<file path="config.mk">
export PLATFORM = sky130hd
export DESIGN_NAME = midi_file_track_event_parser_unit
export DESIGN_NICKNAME = d
export VERILOG_FILES = /design/src/hw/rtl/mftp_pkg.sv /design/src/hw/rtl/mftp_front.sv /design/src/hw/rtl/mftp_fifo.sv /design/src/hw/rtl/mftp_back.sv /design/src/hw/rtl/midi_file_track_event_parser_unit.sv
export SDC_FILE = /design/constraint.sdc
export NUM_CORES = 1
export LEC_CHECK = 0
export ABC_CLOCK_PERIOD_IN_PS = 15700
export BUFFER_PORTS_ARGS = -buffer_cell sky130_fd_sc_hd__buf_4
export CAP_MARGIN = 20
export CORE_MARGIN = 1.5
export CORE_UTILIZATION = 42
export CTS_BUF_LIST = sky130_fd_sc_hd__clkbuf_8
export CTS_CLUSTER_DIAMETER = 200
export DETAILED_ROUTE_END_ITERATION = 10
export PLACE_DENSITY = 0.62
export SYNTH_ARGS = -nofsm -noshare
export SYNTH_HDL_FRONTEND = slang
export SYNTH_SLANG_ARGS = --single-unit
</file>
<file path="constraint.sdc">
create_clock -name clk -period 15.7 [get_ports clk]
set_clock_uncertainty 0.2 [all_clocks]
set_input_delay 2.355 -clock clk [delete_from_list [all_inputs] [get_ports clk]]
set_output_delay 2.355 -clock clk [all_outputs]
set_load 0.005 [all_outputs]
</file>
<file path="src/hw/rtl/mftp_pkg.sv">
// types and constants shared by the track event parser modules
// no dependencies
`default_nettype none

package mftp_pkg;

  typedef enum logic [2:0] {
    PH_DELTA  = 3'd0,
    PH_STATUS = 3'd1,
    PH_MTYPE  = 3'd2,
    PH_LEN    = 3'd3,
    PH_DATA   = 3'd4,
    PH_CHAN   = 3'd5
  } phase_t;

  localparam logic [1:0] KIND_CHAN  = 2'd0;
  localparam logic [1:0] KIND_SYSEX = 2'd1;
  localparam logic [1:0] KIND_META  = 2'd2;

  localparam logic [7:0] ST_SYSEX     = 8'hF0;
  localparam logic [7:0] ST_SYSEX_END = 8'hF7;
  localparam logic [7:0] ST_META      = 8'hFF;
  localparam logic [7:0] ST_ONE_LO    = 8'hC0;
  localparam logic [7:0] ST_ONE_HI    = 8'hDF;
  localparam logic [7:0] ST_CHAN_HI   = 8'hEF;

  // up to two results caused by one track byte; the second only when has1 is set
  typedef struct packed {
    logic [1:0]  kind;
    logic [31:0] delta;
    logic [7:0]  meta_kind;
    logic [7:0]  byte0;
    logic        present0;
    logic        last0;
    logic        has1;
    logic [7:0]  byte1;
    logic        last1;
  } entry_t;

  typedef struct packed {
    logic [1:0]  kind;
    logic [31:0] delta;
    logic [7:0]  meta_kind;
    logic [7:0]  msg;
    logic        present;
    logic        last;
  } result_t;

endpackage

`default_nettype wire

</file>
<file path="src/hw/rtl/mftp_front.sv">
// byte parser: decodes delta times, lengths and status, builds result entries
// depends on mftp_pkg
`default_nettype none

module mftp_front (
  input  wire logic          clk,
  input  wire logic          rst,
  input  wire logic          accept,
  input  wire logic [7:0]    data_byte,
  output logic               push,
  output mftp_pkg::entry_t   entry
);
  import mftp_pkg::*;

  phase_t      phase, phase_next;
  logic [31:0] accumulator, accumulator_next;
  logic [31:0] delta_hold, delta_hold_next;
  logic [31:0] bytes_left, bytes_left_next;
  logic [1:0]  current_kind, current_kind_next;
  logic [7:0]  meta_hold, meta_hold_next;
  logic [7:0]  status_hold, status_hold_next;
  logic [7:0]  running_status, running_status_next;
  logic        append_end, append_end_next;
  logic [31:0] acc_step;
  logic        need_one;
  logic        gen;

  assign acc_step = {accumulator[24:0], data_byte[6:0]};

  always_comb begin
    phase_next          = phase;
    accumulator_next    = accumulator;
    delta_hold_next     = delta_hold;
    bytes_left_next     = bytes_left;
    current_kind_next   = current_kind;
    meta_hold_next      = meta_hold;
    status_hold_next    = status_hold;
    running_status_next = running_status;
    append_end_next     = append_end;
    need_one            = 1'b0;
    gen                 = 1'b0;
    entry.kind      = current_kind;
    entry.delta     = delta_hold;
    entry.meta_kind = (current_kind == KIND_META) ? meta_hold : 8'h00;
    entry.byte0     = data_byte;
    entry.present0  = 1'b1;
    entry.last0     = 1'b0;
    entry.has1      = 1'b0;
    entry.byte1     = 8'h00;
    entry.last1     = 1'b0;
    case (phase)
      PH_STATUS: begin
        if (data_byte == ST_SYSEX || data_byte == ST_SYSEX_END) begin
          current_kind_next = KIND_SYSEX;
          status_hold_next  = data_byte;
          append_end_next   = (data_byte == ST_SYSEX);
          meta_hold_next    = 8'h00;
          phase_next        = PH_LEN;
        end else if (data_byte == ST_META) begin
          current_kind_next = KIND_META;
          phase_next        = PH_MTYPE;
        end else begin
          current_kind_next = KIND_CHAN;
          meta_hold_next    = 8'h00;
          entry.kind        = KIND_CHAN;
          entry.meta_kind   = 8'h00;
          gen               = 1'b1;
          if (data_byte[7]) begin
            status_hold_next = data_byte;
            if (data_byte <= ST_CHAN_HI) begin
              running_status_next = data_byte;
            end
            need_one = (data_byte >= ST_ONE_LO && data_byte <= ST_ONE_HI) ||
                       (data_byte > ST_CHAN_HI);
            bytes_left_next = need_one ? 32'd1 : 32'd2;
            phase_next      = PH_CHAN;
          end else if (running_status[7]) begin
            // running status: status and data byte leave together
            status_hold_next = running_status;
            need_one = (running_status >= ST_ONE_LO && running_status <= ST_ONE_HI);
            entry.byte0 = running_status;
            entry.has1  = 1'b1;
            entry.byte1 = data_byte;
            entry.last1 = need_one;
            if (need_one) begin
              bytes_left_next = 32'd0;
              phase_next      = PH_DELTA;
            end else begin
              bytes_left_next = 32'd1;
              phase_next      = PH_CHAN;
            end
          end else begin
            status_hold_next = data_byte;
            bytes_left_next  = 32'd1;
            phase_next       = PH_CHAN;
          end
        end
      end
      PH_MTYPE: begin
        meta_hold_next = data_byte;
        phase_next     = PH_LEN;
      end
      PH_LEN: begin
        if (!data_byte[7]) begin
          bytes_left_next  = acc_step;
          accumulator_next = 32'd0;
          if (current_kind == KIND_SYSEX) begin
            gen         = 1'b1;
            entry.byte0 = status_hold;
            if (acc_step == 32'd0) begin
              entry.last0 = !append_end;
              entry.has1  = append_end;
              entry.byte1 = ST_SYSEX_END;
              entry.last1 = 1'b1;
              phase_next  = PH_DELTA;
            end else begin
              phase_next = PH_DATA;
            end
          end else begin
            if (acc_step == 32'd0) begin
              // empty meta event marker
              gen            = 1'b1;
              entry.byte0    = 8'h00;
              entry.present0 = 1'b0;
              entry.last0    = 1'b1;
              phase_next     = PH_DELTA;
            end else begin
              phase_next = PH_DATA;
            end
          end
        end else begin
          accumulator_next = acc_step;
        end
      end
      PH_DATA: begin
        gen = 1'b1;
        if (bytes_left <= 32'd1) begin
          bytes_left_next = 32'd0;
          phase_next      = PH_DELTA;
          if (current_kind == KIND_SYSEX && append_end && data_byte != ST_SYSEX_END) begin
            entry.has1  = 1'b1;
            entry.byte1 = ST_SYSEX_END;
            entry.last1 = 1'b1;
          end else begin
            entry.last0 = 1'b1;
          end
        end else begin
          bytes_left_next = bytes_left - 32'd1;
        end
      end
      PH_CHAN: begin
        gen = 1'b1;
        if (bytes_left <= 32'd1) begin
          bytes_left_next = 32'd0;
          entry.last0     = 1'b1;
          phase_next      = PH_DELTA;
        end else begin
          bytes_left_next = bytes_left - 32'd1;
        end
      end
      default: begin
        if (!data_byte[7]) begin
          delta_hold_next  = acc_step;
          accumulator_next = 32'd0;
          phase_next       = PH_STATUS;
        end else begin
          accumulator_next = acc_step;
          phase_next       = PH_DELTA;
        end
      end
    endcase
    push = accept && gen;
  end

  always_ff @(posedge clk) begin
    if (rst) begin
      phase          <= PH_DELTA;
      accumulator    <= 32'd0;
      delta_hold     <= 32'd0;
      bytes_left     <= 32'd0;
      current_kind   <= KIND_CHAN;
      meta_hold      <= 8'h00;
      status_hold    <= 8'h00;
      running_status <= 8'h00;
      append_end     <= 1'b0;
    end else if (accept) begin
      phase          <= phase_next;
      accumulator    <= accumulator_next;
      delta_hold     <= delta_hold_next;
      bytes_left     <= bytes_left_next;
      current_kind   <= current_kind_next;
      meta_hold      <= meta_hold_next;
      status_hold    <= status_hold_next;
      running_status <= running_status_next;
      append_end     <= append_end_next;
    end
  end

endmodule

`default_nettype wire

</file>
<file path="src/hw/rtl/mftp_fifo.sv">
// short queue of result entries between the parser and the output stage
// depends on mftp_pkg
`default_nettype none

module mftp_fifo #(
  parameter int DEPTH = 4
) (
  input  wire logic             clk,
  input  wire logic             rst,
  input  wire logic             push,
  input  wire mftp_pkg::entry_t wr_entry,
  input  wire logic             pop,
  output mftp_pkg::entry_t      rd_entry,
  output logic                  empty,
  output logic                  full
);
  import mftp_pkg::*;

  localparam int PW = (DEPTH > 1) ? $clog2(DEPTH) : 1;
  localparam int CW = $clog2(DEPTH + 1);
  localparam logic [PW-1:0] LAST_PTR = PW'(DEPTH - 1);
  localparam logic [CW-1:0] FULL_CNT = CW'(DEPTH);

  entry_t        mem [DEPTH];
  logic [PW-1:0] wr_ptr, rd_ptr;
  logic [CW-1:0] count;

  assign empty    = (count == '0);
  assign full     = (count == FULL_CNT);
  assign rd_entry = mem[rd_ptr];

  always_ff @(posedge clk) begin
    if (push) begin
      mem[wr_ptr] <= wr_entry;
    end
  end

  always_ff @(posedge clk) begin
    if (rst) begin
      wr_ptr <= '0;
      rd_ptr <= '0;
      count  <= '0;
    end else begin
      if (push) begin
        wr_ptr <= (wr_ptr == LAST_PTR) ? '0 : wr_ptr + 1'b1;
      end
      if (pop) begin
        rd_ptr <= (rd_ptr == LAST_PTR) ? '0 : rd_ptr + 1'b1;
      end
      if (push && !pop) begin
        count <= count + 1'b1;
      end else if (pop && !push) begin
        count <= count - 1'b1;
      end
    end
  end

  a_no_overflow: assert property (@(posedge clk) disable iff (rst) !(push && full))
    else $error("entry queue written while full");
  a_no_underflow: assert property (@(posedge clk) disable iff (rst) !(pop && empty))
    else $error("entry queue read while empty");
  a_count_range: assert property (@(posedge clk) disable iff (rst) count <= FULL_CNT)
    else $error("entry queue count out of range");
  a_ptr_track: assert property (@(posedge clk) disable iff (rst)
      push && !pop && !full |=> count == $past(count) + 1'b1)
    else $error("entry queue count lost a beat");

endmodule

`default_nettype wire

</file>
<file path="src/hw/rtl/mftp_back.sv">
// output stage: splits queue entries into single results, output register
// depends on mftp_pkg
`default_nettype none

module mftp_back (
  input  wire logic             clk,
  input  wire logic             rst,
  input  wire mftp_pkg::entry_t head,
  input  wire logic             empty,
  output logic                  pop,
  output logic                  result_valid,
  input  wire logic             result_ready,
  output mftp_pkg::result_t     result
);
  import mftp_pkg::*;

  logic    second_valid;
  result_t second;
  logic    load;

  assign load = !result_valid || result_ready;
  assign pop  = load && !second_valid && !empty;

  always_ff @(posedge clk) begin
    if (rst) begin
      result_valid <= 1'b0;
      second_valid <= 1'b0;
    end else if (load) begin
      if (second_valid) begin
        result_valid <= 1'b1;
        second_valid <= 1'b0;
      end else begin
        result_valid <= !empty;
        second_valid <= !empty && head.has1;
      end
    end
  end

  always_ff @(posedge clk) begin
    if (load) begin
      if (second_valid) begin
        result <= second;
      end else begin
        result.kind      <= head.kind;
        result.delta     <= head.delta;
        result.meta_kind <= head.meta_kind;
        result.msg       <= head.byte0;
        result.present   <= head.present0;
        result.last      <= head.last0;
      end
    end
    if (pop) begin
      second.kind      <= head.kind;
      second.delta     <= head.delta;
      second.meta_kind <= head.meta_kind;
      second.msg       <= head.byte1;
      second.present   <= 1'b1;
      second.last      <= head.last1;
    end
  end

  a_second_behind_first: assert property (@(posedge clk) disable iff (rst)
      second_valid |-> result_valid)
    else $error("second result pending without a first one shown");
  a_pair_order: assert property (@(posedge clk) disable iff (rst)
      pop && head.has1 |=> second_valid && result_valid && !result.last)
    else $error("pair entry not split in order");
  a_no_pop_mid_pair: assert property (@(posedge clk) disable iff (rst)
      second_valid |-> !pop)
    else $error("queue read while a second result is pending");

endmodule

`default_nettype wire

</file>
<file path="src/hw/rtl/midi_file_track_event_parser_unit.sv">
// track event parser top level: parser front, entry queue, output stage
// depends on mftp_pkg, mftp_front, mftp_fifo, mftp_back
//
// Takes the raw bytes of a MIDI file track one beat at a time on the data
// channel (data_valid, data_ready, data_byte) and gives one result beat per
// event message byte on the result channel (result_valid, result_ready and
// the result fields). Delta times and lengths are variable-length quantities
// wrapping at 32 bits; the last result of each event has last_of_event set.
// A byte is taken every cycle while the entry queue has room. Each byte
// gives zero, one or two results; the output stage sends one result per
// cycle while result_ready is high. An accepted byte passes through the
// entry queue and then the output register before its first result beat.
// When the receiver stalls the result stays in the output register, the
// queue fills (FIFO_DEPTH entries) and then data_ready drops.
// Reset puts the parser in the delta time phase with no running status and
// empties the queue and output register.
`default_nettype none

module midi_file_track_event_parser_unit #(
  parameter int FIFO_DEPTH = 4
) (
  input  wire logic        clk,
  input  wire logic        rst,
  input  wire logic        data_valid,
  output logic             data_ready,
  input  wire logic [7:0]  data_byte,
  output logic             result_valid,
  input  wire logic        result_ready,
  output logic [1:0]       event_kind,
  output logic [31:0]      delta_ticks,
  output logic [7:0]       meta_kind,
  output logic [7:0]       msg_byte,
  output logic             byte_present,
  output logic             last_of_event
);
  import mftp_pkg::*;

  logic    accept;
  logic    push, pop, empty, full;
  entry_t  wr_entry, head;
  result_t result;

  assign data_ready = !full;
  assign accept     = data_valid && data_ready;

  mftp_front u_front (
    .clk       (clk),
    .rst       (rst),
    .accept    (accept),
    .data_byte (data_byte),
    .push      (push),
    .entry     (wr_entry)
  );

  mftp_fifo #(
    .DEPTH (FIFO_DEPTH)
  ) u_fifo (
    .clk      (clk),
    .rst      (rst),
    .push     (push),
    .wr_entry (wr_entry),
    .pop      (pop),
    .rd_entry (head),
    .empty    (empty),
    .full     (full)
  );

  mftp_back u_back (
    .clk          (clk),
    .rst          (rst),
    .head         (head),
    .empty        (empty),
    .pop          (pop),
    .result_valid (result_valid),
    .result_ready (result_ready),
    .result       (result)
  );

  assign event_kind    = result.kind;
  assign delta_ticks   = result.delta;
  assign meta_kind     = result.meta_kind;
  assign msg_byte      = result.msg;
  assign byte_present  = result.present;
  assign last_of_event = result.last;

endmodule

`default_nettype wire
</file>
**Word level (Yosys, flattened, before mapping)**

Memory sizes are Yosys's and may differ from the RTL's. A register that Yosys moved wholly into a read port is not among the register bits.
Index checks and enable logic that the tools add are counted.
W data, S select, Z words.

- Register bits after elaboration: 231
- Bits in writable memories: 248
- Input bits: 12
- Memories: 1
- Logic and storage cells: 173
- Output and inout bits: 54

Memories:

| memory | depth | width | rd ports | clocked after memory_dff | write ports | RTL line | text |
|---|---|---|---|---|---|---|---|
| u_fifo.mem | 4 | 62 | 1 | 1 | 1 | mftp_fifo.sv:24 | `entry_t mem [DEPTH];` |

- Multiplexer cells: 72
- Equal/unequal tests: 20
- Order comparisons: 7
- Bitwise gates (word level): 5
- Add/sub/neg operators: 5
- Reduce and logical (&&, ||, !) cells: 38

Operator list:

| cell | number |
|---|---|
| $mux W32 | 5 |
| $pmux W32 S3 | 1 |
| $mux W8 | 9 |
| $mux W10 | 6 |
| $mux W52 | 1 |
| $le A32 B1 Y1 const B | 1 |
| $logic_not A32 Y1 | 1 |
| $mux W16 | 2 |
| $pmux W8 S2 | 2 |
| $sub A32 B1 Y32 const B | 1 |
| $mux W3 | 10 |
| $pmux W10 S3 | 1 |
| $mux W25 | 1 |
| $eq A8 B8 Y1 const B | 3 |
| $le A8 B8 Y1 const B | 3 |
| $mux W11 | 2 |
| $mux W2 | 10 |
| $mux W20 | 1 |
| $mux W1 | 17 |
| $ge A8 B8 Y1 const B | 2 |
| $reduce_and A3 Y1 | 5 |
| $pmux W3 S4 | 1 |
| $logic_and A1 B1 Y1 | 11 |
| $eq A3 B3 Y1 const B | 3 |
| 26 further kinds | 48 |

**Depth between registers and ports, before layout**

Gate-level depths: netlist of run 1.

- Word-level depth: 10
- Mapped depth: 12
- Mapped depth without buffers: 10

**By module**

Synthesis of run 1 repeated with hierarchy kept, for this count alone.

- Cells, all modules: 1,316
- Area total of the unflattened synthesis: 19,343.6 um^2

By module, submodules not included:

| module | area an instance (um^2) | instances | seq. area each (um^2) | cells each |
|---|---|---|---|---|
| mftp_fifo | 9,456.6 | 1 | 7,627.3 | 368 |
| mftp_front | 6,048.3 | 1 | 2,382.3 | 775 |
| mftp_back | 3,828.7 | 1 | 3,133.0 | 171 |
| midi_file_track_event_parser_unit | 10.0 | 1 | 0.0 | 2 |

**Worst setup path before layout of run 1**

Ideal clock, no wire load.

- Kind: in2reg
- From: input port result_ready
- To: register u_fifo.count[2]
- Arrival: 7,620 ps
- Library setup time: 70 ps
- Data required time: 15,430 ps
- Stages on the path: 9
- Path slack: 7,810 ps
- Buffers on the path: 0
- Cells stage by stage: nor2b_1 > nor3_1 > inv_1 > ha_1 > inv_1 > fa_1 > xor2_1 > or3_1 > a21oi_1

- Longest elaborated chain between the ends: 6
- Elaborated cells between the ends (all ways): 8
- Classes of those cells: mux: 1; reduce/logical: 7

Ends and longest elaborated chain:

| what | RTL line | text |
|---|---|---|
| start: declaration | midi_file_track_event_parser_unit.sv:28 | `input wire logic result_ready,` |
| $logic_or A1 B1 Y1 * | mftp_back.sv:21 | `assign load = !result_valid \|\| result_ready;` |
| $logic_and A1 B1 Y1 * (2 in a row) | mftp_back.sv:22 | `assign pop = load && !second_valid && !empty;` |
| via pop | midi_file_track_event_parser_unit.sv:39 | `logic push, pop, empty, full;` |
| $logic_not A1 Y1 | mftp_fifo.sv:50 | `if (push && !pop) begin` |
| $logic_and A1 B1 Y1 | mftp_fifo.sv:50 |  |
| $mux W3 or $reduce_bool A2 Y1 (tied branches) | n/a |  |
| end signal: assignment | mftp_fifo.sv:51 | `count <= count + 1'b1;` |
| end signal: assignment | mftp_fifo.sv:53 | `count <= count - 1'b1;` |
| end: declaration | mftp_fifo.sv:26 | `logic [CW-1:0] count;` |

Mark *: on every way through the listed nets, which the timed path passes. The rest lies on a longest branch.
A chain may end at the register's enable or synchronous reset.

**Worst setup path in the final report of run 1**

- From: input port data_byte[7]
- To: register u_fifo.count[2]

- Longest elaborated chain between the ends: 8
- Elaborated cells between the ends (all ways): 14
- Classes of those cells: eq/ne: 3; mux: 5; reduce/logical: 6

Ends and longest elaborated chain:

| what | RTL line | text |
|---|---|---|
| start: declaration | midi_file_track_event_parser_unit.sv:26 | `input wire logic [7:0] data_byte,` |
| $eq A8 B8 Y1, on equally long branches | mftp_front.sv:59, mftp_front.sv:53 |  |
| $mux W1 or $logic_or A1 B1 Y1 (tied branches) | mftp_front.sv:59, mftp_front.sv:53 |  |
| $mux W1 | mftp_front.sv:53 | `if (data_byte == ST_SYSEX \|\| data_byte == ST_SYSEX_END) begin` |
| $pmux W1 S3 * | mftp_front.sv:51 | `case (phase)` |
| $logic_and A1 B1 Y1 * | mftp_front.sv:172 | `push = accept && gen;` |
| via push | midi_file_track_event_parser_unit.sv:39 |  |
| $logic_not A1 Y1 | mftp_fifo.sv:52 | `end else if (pop && !push) begin` |
| $logic_and A1 B1 Y1 | mftp_fifo.sv:52 |  |
| $reduce_bool A2 Y1 (no source line) | n/a |  |

Marks and branches as above.

==> run summary, run 1 <==
Mapped Avg Cell Area: 14.7 um^2
critical path startpoint category: input port
hpwl dp: 24.0 mm
initial DRC count: 1009
part of the cycle the worst path needs: 31.5%
H-tree level count: 3
RePlAce Congestion: 0.828
Arr. time, crit path: 5280 ps
final core utilization: 47.9%
Worst Path Required: 16040 ps
CTS tree: yes
IO Port Bufs: 65
post-route ant nets: 0
number of global-route vias before repair: 11000
RSZ-0062 raised after global routing: no
post-synth top area share: 54.9%
# clock sinks: 481
Metal-1 WL: 18.5 mm
CP Max Fanout: 37
Worst Tran Pin Value: 1090 ps
gr ovfl total: 0
pin count of the biggest net entering global routing: 70
Setup TNS: 0 ps
Post-Route WL: 40.4 mm
synthesis-to-layout area growth: 12.9%
Net Count, Synth: 1323
antenna violations before repair: 0
Setup-failing EPs final: 0
later-pin clock latency in the skew report: 630 ps
CTS Hold Buffers Added: 0
RR Startpoint: u_front.phase[1]
largest area contributor in the netlist: edfxtp_1
# resized after CTS: 0
layout cells sized above 1: 23.2%
Clock transition at path regs: 60 ps
f_max: 202 MHz
Die Y-Extent: 217 um
Cell Pwr Density: 158 mW/mm^2
Rel. slew slack: 26.9%
Top FF cell, synth: edfxtp_1
# nets final: 1406
max-slew violation count: 0
synthesized netlist cell count: 1302
commonest cells after routing, fill and taps aside: edfxtp_1, nand2_1, dfxtp_1
routed len/inst: 19.7 um
# DRC: 0
Cell Area, Synth: 0.0192 mm^2
die area: 0.0470 mm^2
Top Layer Used: met4
# Max-Cap Violations: 0
status: complete, no violations
Crit. End Element: flop
Pre-antenna DRT Iters: 5
clk buf depth: 3
crit path launch: data_byte[7]
die width: 217 um
standard-cell row count: 78
Crit Path Category: input port to flop
overall routing resource usage: 17.5%
Core Area: 0.0453 mm^2
endpoints failing hold: 0
post-synthesis sequential area ratio: 68.4%
synth unique cells: 80
Tmin final: 4940 ps
DR vias: 11200
worst min path class: flop to flop
Initial Util: 42.4%
Seq cells post-synth: 481
TritonCTS Buffers: 76
Post-CTS Setup Repair Bufs: 0
maximum VDD drop: 0.000101 V
I/O pin count: 66
fraction of registers with async set/reset: 0%
WL met2: 18.6 mm
first-pass GRT wire length: 63.6 mm
Worst Hold Launch: u_front.meta_hold[1]
Pleak: 7.51 nW
Vias/cell: 5.48
synth top area cells: edfxtp_1, dfxtp_1, mux4_2, mux2_2, nand2_1
detailed-routed wire length on met3: 2.36 mm
leading cell type in the layout, fill and taps excluded: edfxtp_1
number of synthesis warnings: 0
Root Buffer: clkbuf_8
Post-synth EDFFs: 351
==> worst max-delay path, stage by stage <==
cell	delay, ps
buf_4	230
nor3_2	600
nor2_1	150
a311oi_4	510
ha_1	270
inv_1	70
fa_1	440
xor2_1	180
or3_1	310
a21oi_1	140
==> metal layers <==
layer  vias to the layer above  track usage (%)
li1                       5200                -
met1                      5630             24.6
met2                       340             27.2
met3                        66             3.24
met4                         0             6.53
met5                         -                0
==> cell usage after synthesis, types with 15 or more instances <==
| master | instances |
|---|---|
| mux2i_1 | 15 |
| a22o_1 | 16 |
| mux4_2 | 62 |
| dfxtp_1 | 130 |
| nor2_1 | 64 |
| mux2_2 | 52 |
| nand2_1 | 130 |
| nand3_1 | 46 |
| and2_1 | 17 |
| edfxtp_1 | 351 |
| a21oi_1 | 93 |
| inv_1 | 17 |
| clkbuf_1 | 51 |
| nor3_1 | 17 |
| buf_2 | 17 |
==> cells by family after synthesis <==
| family | share of synthesized area [%] |
|---|---|
| AO/OA/AOI/OAI | 7.45 |
| XOR/XNOR | 0.456 |
| adder cells (fa/ha/maj) | 0.626 |
| buffers and inverters | 2.18 |
| flip-flops | 68.4 |
| multiplexers | 11.1 |
| AND/OR/NAND/NOR | 9.74 |
==> through the flow <==
stage / total power [W] / hold WS (ps) / instances / setup slack (ps) / area [um^2]
detailed placement: 0.00250 / 266 / 1906 / 10120 / 20200
global route: 0.00361 / 295 / 2048 / 10600 / 21700
global placement: 0.00249 / 264 / 1906 / 10240 / 20200
finish: 0.00343 / 279 / 2049 / 10760 / 21700
floorplan: 0.00223 / 241 / 1302 / 7810 / 19200
CTS: 0.00348 / 280 / 2047 / 10780 / 21600
==> registers in the layout, summed over array words and instances (netlist names), named ones only <==
signal and count:
u_back.result 52, u_back.second_valid 1, u_front.phase 3, u_front.append_end 1
u_back.result_valid 1, u_back.second 51, u_front.meta_hold 8, u_fifo.mem 248
u_fifo.rd_ptr 2, u_fifo.count 3, u_front.accumulator 25, u_front.running_status 8
u_front.delta_hold 32, u_front.bytes_left 32, u_front.current_kind 2, u_front.status_hold 8
u_fifo.wr_ptr 2
==> final cells by class <==
class / count / area [um^2]
diodes: 1 / 2.50
clock buffers: 85 / 1170
clock inverters: 56 / 240
fillers: 3980 / 23600
inverters: 18 / 67.6
multi-input cells: 725 / 5650
flip-flops and latches: 481 / 13100
well taps: 600 / 751
repair buffers: 83 / 636
==> power by group <==
group / internal [W] / total [W] / switching (W)
clock: 0.000499 / 0.000969 / 0.000470
combinational: 0.000359 / 0.000778 / 0.000419
sequential: 0.00160 / 0.00168 / 0.0000768
==> worst paths after layout <==
path	slack [ps]	endpoint	depth (start not counted)
hold / removal	280	u_front.meta_hold[1]	1
hold reg to reg	280	u_front.meta_hold[1]	1
setup / recovery	10760	u_fifo.count[2]	10
setup reg to reg	11920	u_fifo.count[2]	10
Note: power is estimated with default switching activity, not from simulation.
==> inputs of run 2 (changes only) <==
--- a/config.mk
+++ b/config.mk
@@ -5,7 +5,7 @@
 export SDC_FILE = /design/constraint.sdc
 export NUM_CORES = 1
 export LEC_CHECK = 0
-export ABC_CLOCK_PERIOD_IN_PS = 15700
+export ABC_CLOCK_PERIOD_IN_PS = 4300
 export BUFFER_PORTS_ARGS = -buffer_cell sky130_fd_sc_hd__buf_4
 export CAP_MARGIN = 20
 export CORE_MARGIN = 1.5
@@ -13,7 +13,7 @@
 export CTS_BUF_LIST = sky130_fd_sc_hd__clkbuf_8
 export CTS_CLUSTER_DIAMETER = 200
 export DETAILED_ROUTE_END_ITERATION = 10
-export PLACE_DENSITY = 0.62
+export PLACE_DENSITY = 0.64
 export SYNTH_ARGS = -nofsm -noshare
 export SYNTH_HDL_FRONTEND = slang
 export SYNTH_SLANG_ARGS = --single-unit
==> constraint.sdc (replaced) <==
create_clock -name clk -period 4.3 [get_ports clk]
set_clock_uncertainty 0.2 [all_clocks]
set_input_delay 0.645 -clock clk [delete_from_list [all_inputs] [get_ports clk]]
set_output_delay 0.645 -clock clk [all_outputs]
set_load 0.005 [all_outputs]
==> run 2 against run 1 <==
Net effect: global-route usage increased by 0.39 points; first-iteration DRC count decreased by 8.5%; cell count increased by 0.68%; setup slack got worse by 10000 ps; cell area increased by 1.5%; register-to-register slack got worse by 11000 ps; hold slack got worse by 120 ps; critical path depth unchanged; total power increased to 3.7 times the previous value; sequential share of layout area decreased by 0.89 points; critical path type is now flop to flop; largest power group unchanged.
==> run summary, run 2 (synthesis gave the netlist of run 1 again) <==
# resized after CTS: 0 (unchanged)
Biggest register: u_fifo.mem
CTS Hold Buffers Added: 0 (unchanged)
max-slew violation count: 0 (unchanged)
Core Area: 0.0453 mm^2 (unchanged)
worst min path class: input port to flop
register area: 0.0131 mm^2 (unchanged)
Crit. End Element: flop
Reg power frac: 48.4% (-0.6 points)
# DRC: 0 (unchanged)
crit path launch: u_front.phase[1]
f_max: 263 MHz
leading cell type in the layout, fill and taps excluded: edfxtp_1
Tmin final: 3800 ps
max FFs per register: 248 (unchanged)
endpoints failing hold: 0 (unchanged)
clk buf depth: 3 (unchanged)
die area: 0.0470 mm^2 (unchanged)
RePlAce Congestion: 0.840 (+1.5%)
leading registers by flop count: u_fifo.mem: 248 flops, u_back.result: 52 flops, u_back.second: 51 flops
hpwl dp: 26.1 mm (+8.8%)
Clock transition at path regs: 60 ps (about the same)
Register-to-Register Path Depth: 10 (unchanged)
hold path cells: 3 (+2)
Logic pwr share: 22.9% (+0.2 points)
TritonCTS Buffers: 77 (+1.3%)
gr ovfl total: 0 (unchanged)
Pleak: 7.63 nW (+1.6%)
critical path startpoint category: flop
status: complete, no violations
Worst Tran Pin Value: 958 ps (-135 ps)
Rel. slew slack: 36.1% (+9.3 points)
die width: 217 um (unchanged)
# nets final: 1422 (+1.1%)
antenna violations before repair: 0 (unchanged)
part of the cycle the worst path needs: 88.3%
post-route ant nets: 0 (unchanged)
pin count of the biggest net entering global routing: 68 (-2.9%)
P_sw: 0.00360 W (+270%)
Setup TNS: 0 ps (unchanged)
PnR Total Power: 0.0127 W (+270%)
standard-cell row count: 78 (unchanged)
CP Max Fanout: 14 (-62%)
Setup-failing EPs final: 0 (unchanged)
Pre-antenna DRT Iters: 5 (unchanged)
reg2reg end: u_fifo.count[2]
RR Startpoint: u_front.phase[1]
Cell Pwr Density: 578 mW/mm^2 (+270%)
footprint of the multi-input gates: 0.00567 mm^2 (+0.22%)
commonest cells after routing, fill and taps aside: edfxtp_1, nand2_1, dfxtp_1
H-tree level count: 3 (unchanged)
overall routing resource usage: 17.9% (+0.39 points)
Worst Path Required: 4650 ps (-11390 ps)
Die Y-Extent: 217 um (unchanged)
Switching Share: 28.3% (+0.15 points)
synthesis-to-layout area growth: 14.5%
Crit Path Category: flop to flop
Worst Hold Launch: data_byte[4]
# clock sinks: 481 (unchanged)
Vias/cell: 5.50 (+0.28%)
I/O pin count: 66 (unchanged)
worst reg2reg setup slack: 500 ps (-11420 ps)
initial DRC count: 923 (-8.5%)
RSZ-0062 raised after global routing: no
clock share of power: 28.8% (+0.5 points)
IO Port Bufs: 65 (unchanged)
number of global-route vias before repair: 11400 (+3.3%)
hold path endpoint: u_front.delta_hold[4]
CTS tree: yes
DR vias: 11300 (+0.96%)
internal power: 0.00911 W (+270%)
Post-CTS Setup Repair Bufs: 0 (unchanged)
maximum VDD drop: 0.000494 V (+390%)
Root Buffer: clkbuf_8
Post-Route WL: 41.3 mm (+2.1%)
layout cells sized above 1: 24.4% (+1.2 points)
Initial Util: 42.4% (unchanged)
# Max-Cap Violations: 0 (unchanged)
later-pin clock latency in the skew report: 650 ps (+20 ps)
fill cell count: 3927 (-1.3%)
Antenna diodes: 0 (-1)
routed len/inst: 20.0 um (+1.4%)
first-pass GRT wire length: 65.0 mm (+2.2%)
Arr. time, crit path: 4150 ps (-1130 ps)
==> run 2: metal layers <==
metal / GRT usage [%] / wire length (um)
met1: 24.9 / 18700
met2: 28.0 / 19300
met3: 3.02 / 2250
met4: 7.15 / 1020
met5: 0 / 0
==> run 2: worst max-delay path by stage <==
stage	to	slack, ps
CTS	u_fifo.count[2]	530
detailed placement	u_fifo.count[2]	430
finish	u_fifo.count[2]	500
global route	u_fifo.count[2]	290
floorplan	u_fifo.mem[1][0]	260
global placement	u_fifo.count[2]	470
==> run 2: power by group through the flow <==
stage | logic [W] | clock network (W) | registers, W
2_1_floorplan | 0.00197 | 0 | 0.00615
3_3_place_gp | 0.00292 | 0 | 0.00622
3_5_place_dp | 0.00294 | 0 | 0.00625
4_1_cts | 0.00296 | 0.00376 | 0.00616
5_1_grt | 0.00317 | 0.00395 | 0.00622
6_report | 0.00291 | 0.00366 | 0.00615
==> run 2: worst max-delay path, stage by stage, from the launching register on <==
cell,delay [ps]
dfxtp_1,660
nand3b_4,190
nor3_2,590
nor2_1,150
a311oi_4,510
ha_1,270
inv_1,70
fa_1,430
xor2_1,170
or3_1,310
a21oi_1,150
==> run 2: through the flow <==
stage	util, %	instances	hold slack [ps]	instance area [um^2]	setup slack [ps]
global route	48.6	2063	147	22000	293
finish	48.6	2063	154	22000	502
detailed placement	45.3	1921	258	20500	430
floorplan	-	1302	241	19200	260
global placement	45.3	1921	257	20500	474
CTS	48.5	2062	113	22000	528
==> run 2: area by class of cell <==
class                   instances  area share (%)
flip-flops and latches        481            59.8
multi-input cells             725            25.8
clock buffers                  89            5.57
repair buffers                 98            4.06
well taps                     600            3.41
clock inverters                52            1.10
inverters                      18           0.307
==> inputs of run 3 (changes only) <==
--- a/config.mk
+++ b/config.mk
@@ -16,4 +16,5 @@
 export PLACE_DENSITY = 0.64
 export SYNTH_ARGS = -nofsm -noshare
 export SYNTH_HDL_FRONTEND = slang
+export SYNTH_HIERARCHICAL = 1
 export SYNTH_SLANG_ARGS = --single-unit
==> constraint.sdc (replaced) <==
create_clock -name clk -period 4.3 [get_ports clk]
set_clock_uncertainty 0.2 [all_clocks]
set_input_delay 0.43 -clock clk [delete_from_list [all_inputs] [get_ports clk]]
set_output_delay 0.43 -clock clk [all_outputs]
set_load 0.005 [all_outputs]
==> run 3 against run 2 <==
Net effect: flip-flop and latch count is the same; routed wire length grew 0.80%; clock power grew 3%; global-route usage shrank 0.19 points; non-clock buffer count is the same; maximum frequency grew 1.3%; utilization shrank 0.25 points; cell count grew 0.29%; sequential power grew 4.2%; critical path type is now input port to flop; cell area shrank 0.30%; sequential share of layout area grew 0.18 points; synthesized area grew 0.74%.
==> run summary, run 3 <==
post-synthesis sequential area ratio: 67.9% (-0.50 points)
Worst Path Required: 4640 ps (about the same)
WHS: 76.4 ps (-77.9 ps)
# clock sinks: 481 (unchanged)
leading registers by flop count: u_fifo/mem: 248 flops, u_back/result: 52 flops, u_back/second: 51 flops
largest area contributor in the netlist: edfxtp_1
pin count of the biggest net entering global routing: 63 (-7.4%)
post-synth top area share: 54.5% (-0.40 points)
synth unique cells: 73 (-8.8%)
Seq cells post-synth: 481 (unchanged)
fill cell count: 3895 (-0.81%)
critical path cell sequence: dlygate4sd3_1 > buf_4 > or4_4 > or3_1 > a21oi_4 > o31a_1 > ha_1 > inv_1 > fa_1 > xor2_1 > or3_1 > a21oi_1
WL met2: 19.4 mm (+0.22%)
Tmin final: 3750 ps (-49.2 ps)
standard-cell row count: 78 (unchanged)
Arr. time, crit path: 4080 ps (-70 ps)
Die Y-Extent: 218 um (+0.36%)
Mapped Avg Cell Area: 14.7 um^2 (-0.33%)
commonest cells after routing, fill and taps aside: edfxtp_1, nand2_1, dfxtp_1
Slowest cell on crit path: or4_4
# Max-Cap Violations: 0 (unchanged)
synthesis-to-layout area growth: 13.4%
synth top area cells: edfxtp_1, dfxtp_1, mux4_2, mux2_2, nand2_1
Setup-failing EPs final: 0 (unchanged)
worst min path class: input port to flop
clk buf depth: 3 (unchanged)
Cell Pwr Density: 633 mW/mm^2 (+9.4%)
CTS tree: yes
fraction of registers with async set/reset: 0% (unchanged)
layout cells sized above 1: 23.4% (-1.0 points)
fin worst setup slack: 552 ps (+49.2 ps)
Metal-1 WL: 18.9 mm (+1.1%)
max FFs per register: 248 (unchanged)
design area: 0.0219 mm^2 (-0.30%)
Post-synth EDFFs: 351 (unchanged)
number of global-route vias before repair: 11200 (-1.3%)
CTS Hold Buffers Added: 7 (+7)
CP Max Fanout: 12 (-2)
Pleak: 7.39 nW (-3.2%)
synthesized netlist cell count: 1316 (+1.1%)
Post-DP Area: 0.0203 mm^2 (-0.82%)
maximum VDD drop: 0.000313 V (-37%)
H-tree level count: 3 (unchanged)
Root Buffer: clkbuf_8
Top Layer Used: met4
max-slew violation count: 0 (unchanged)
final core utilization: 48.3% (-0.25 points)
count leader, synth: edfxtp_1
DR vias: 11300 (-0.22%)
Crit. End Element: flop
footprint of the multi-input gates: 0.00566 mm^2 (-0.18%)
part of the cycle the worst path needs: 87.2% (-1.1 points)
# nets final: 1428 (+0.42%)
die width: 218 um (+0.36%)
Core Area: 0.0454 mm^2 (+0.22%)
die area: 0.0474 mm^2 (+0.73%)
largest stage delay on the critical path: 560 ps (-100 ps)
Post-CTS Setup Repair Bufs: 0 (unchanged)
Pre-antenna DRT Iters: 5 (unchanged)
TritonCTS Buffers: 75 (-2.6%)
endpoints failing hold: 0 (unchanged)
routed len/inst: 20.1 um (+0.50%)
Setup TNS: 0 ps (unchanged)
Biggest register: u_fifo/mem
first-pass GRT wire length: 64.6 mm (-0.56%)
antenna violations before repair: 0 (unchanged)
RePlAce Congestion: 0.883 (+5.1%)
leading cell type in the layout, fill and taps excluded: edfxtp_1
IO Port Bufs: 65 (unchanged)
Top FF cell, synth: edfxtp_1
register area: 0.0131 mm^2 (unchanged)
synth cell count leaders: edfxtp_1, nand2_1, dfxtp_1, a21oi_1, mux4_2
gr ovfl total: 0 (unchanged)
overall routing resource usage: 17.7% (-0.19 points)
Crit Path Category: input port to flop
Post-Route WL: 41.6 mm (+0.80%)
detailed-routed wire length on met3: 2.41 mm (+7.3%)
Net Count, Synth: 1337 (+1.1%)
Initial Util: 42.6% (+0.22 points)
later-pin clock latency in the skew report: 630 ps (-20 ps)
# resized after CTS: 0 (unchanged)
Rel. slew slack: 21.4% (-15 points)
RSZ-0062 raised after global routing: no
hpwl dp: 26.3 mm (+0.58%)
Vias/cell: 5.47 (-0.51%)
f_max: 267 MHz (+1.3%)
post-route ant nets: 0 (unchanged)
Setup WS pre-CTS: 498 ps (+67.7 ps)
most frequent cell on the critical path: or3_1
initial DRC count: 1163 (+26%)
# DRC: 0 (unchanged)
Cell Area, Synth: 0.0193 mm^2 (+0.74%)
critical path startpoint category: input port
number of synthesis warnings: 6 (+6)
status: complete, no violations
Worst Tran Pin Value: 1170 ps (+210 ps)
I/O pin count: 66 (unchanged)
Clock transition at path regs: 60 ps (about the same)
run 3: area by class of cell:
| cell class | instances | area share (%) |
|---|---|---|
| multi-input combinational | 736 | 25.8 |
| timing repair buffer | 98 | 3.71 |
| inverter | 15 | 0.257 |
| clock inverter | 50 | 1.32 |
| sequential | 481 | 60.0 |
| antenna | 1 | 0.0114 |
| clock buffer | 88 | 5.52 |
| tap | 600 | 3.42 |
run 3: path summary, 6_finish.rpt:
kind                                             start                   end  slack [ps]  cells past startpoint
worst max-delay path                      data_byte[0]       u_fifo/count[2]         550                     12
worst min-delay path                               rst       u_fifo/count[0]          80                      2
worst max register to register  u_front/accumulator[9]       u_fifo/count[2]         800                     11
worst min register to register    u_front/meta_hold[5]  u_front/meta_hold[5]         280                      1
run 3: logic make-up after synthesis:
group           count (synthesis)  synth area share (%)
flops                         481                  67.9
simple gates                  368                  9.55
compound gates                216                  7.29
mux                           126                  10.9
buf+inv                        99                  2.92
xor+xnor                       17                 0.770
fa+ha+maj                       9                 0.621
run 3: critical path: cells and delay by family:
kind / cells / cell delay, ps
and+or+nand+nor: 3 / 1380
AOI/OAI and AO/OA: 3 / 690
buffers and inverters: 3 / 800
xor gates and xnor gates: 1 / 170
adders and majority gates: 2 / 610
run 3: where the power goes:
part / internal [W] / switching [W]
combinational: 0.00173 / 0.00197
clock: 0.00200 / 0.00176
sequential: 0.00602 / 0.000389
total: 0.00975 / 0.00412
run 3: metrics by stage:
stage,instances,power [W]
after floorplan,1316,0.00911
after global placement,1920,0.0102
after detailed placement,1921,0.0102
after CTS,2066,0.0140
after global routing,2068,0.0146
final,2069,0.0139
run 3: metal layers:
layer | vias up | GRT usage (%)
met5 | - | 0
met4 | 0 | 6.55
met3 | 66 | 3.39
met2 | 373 | 27.5
met1 | 5632 | 24.7
li1 | 5248 | -
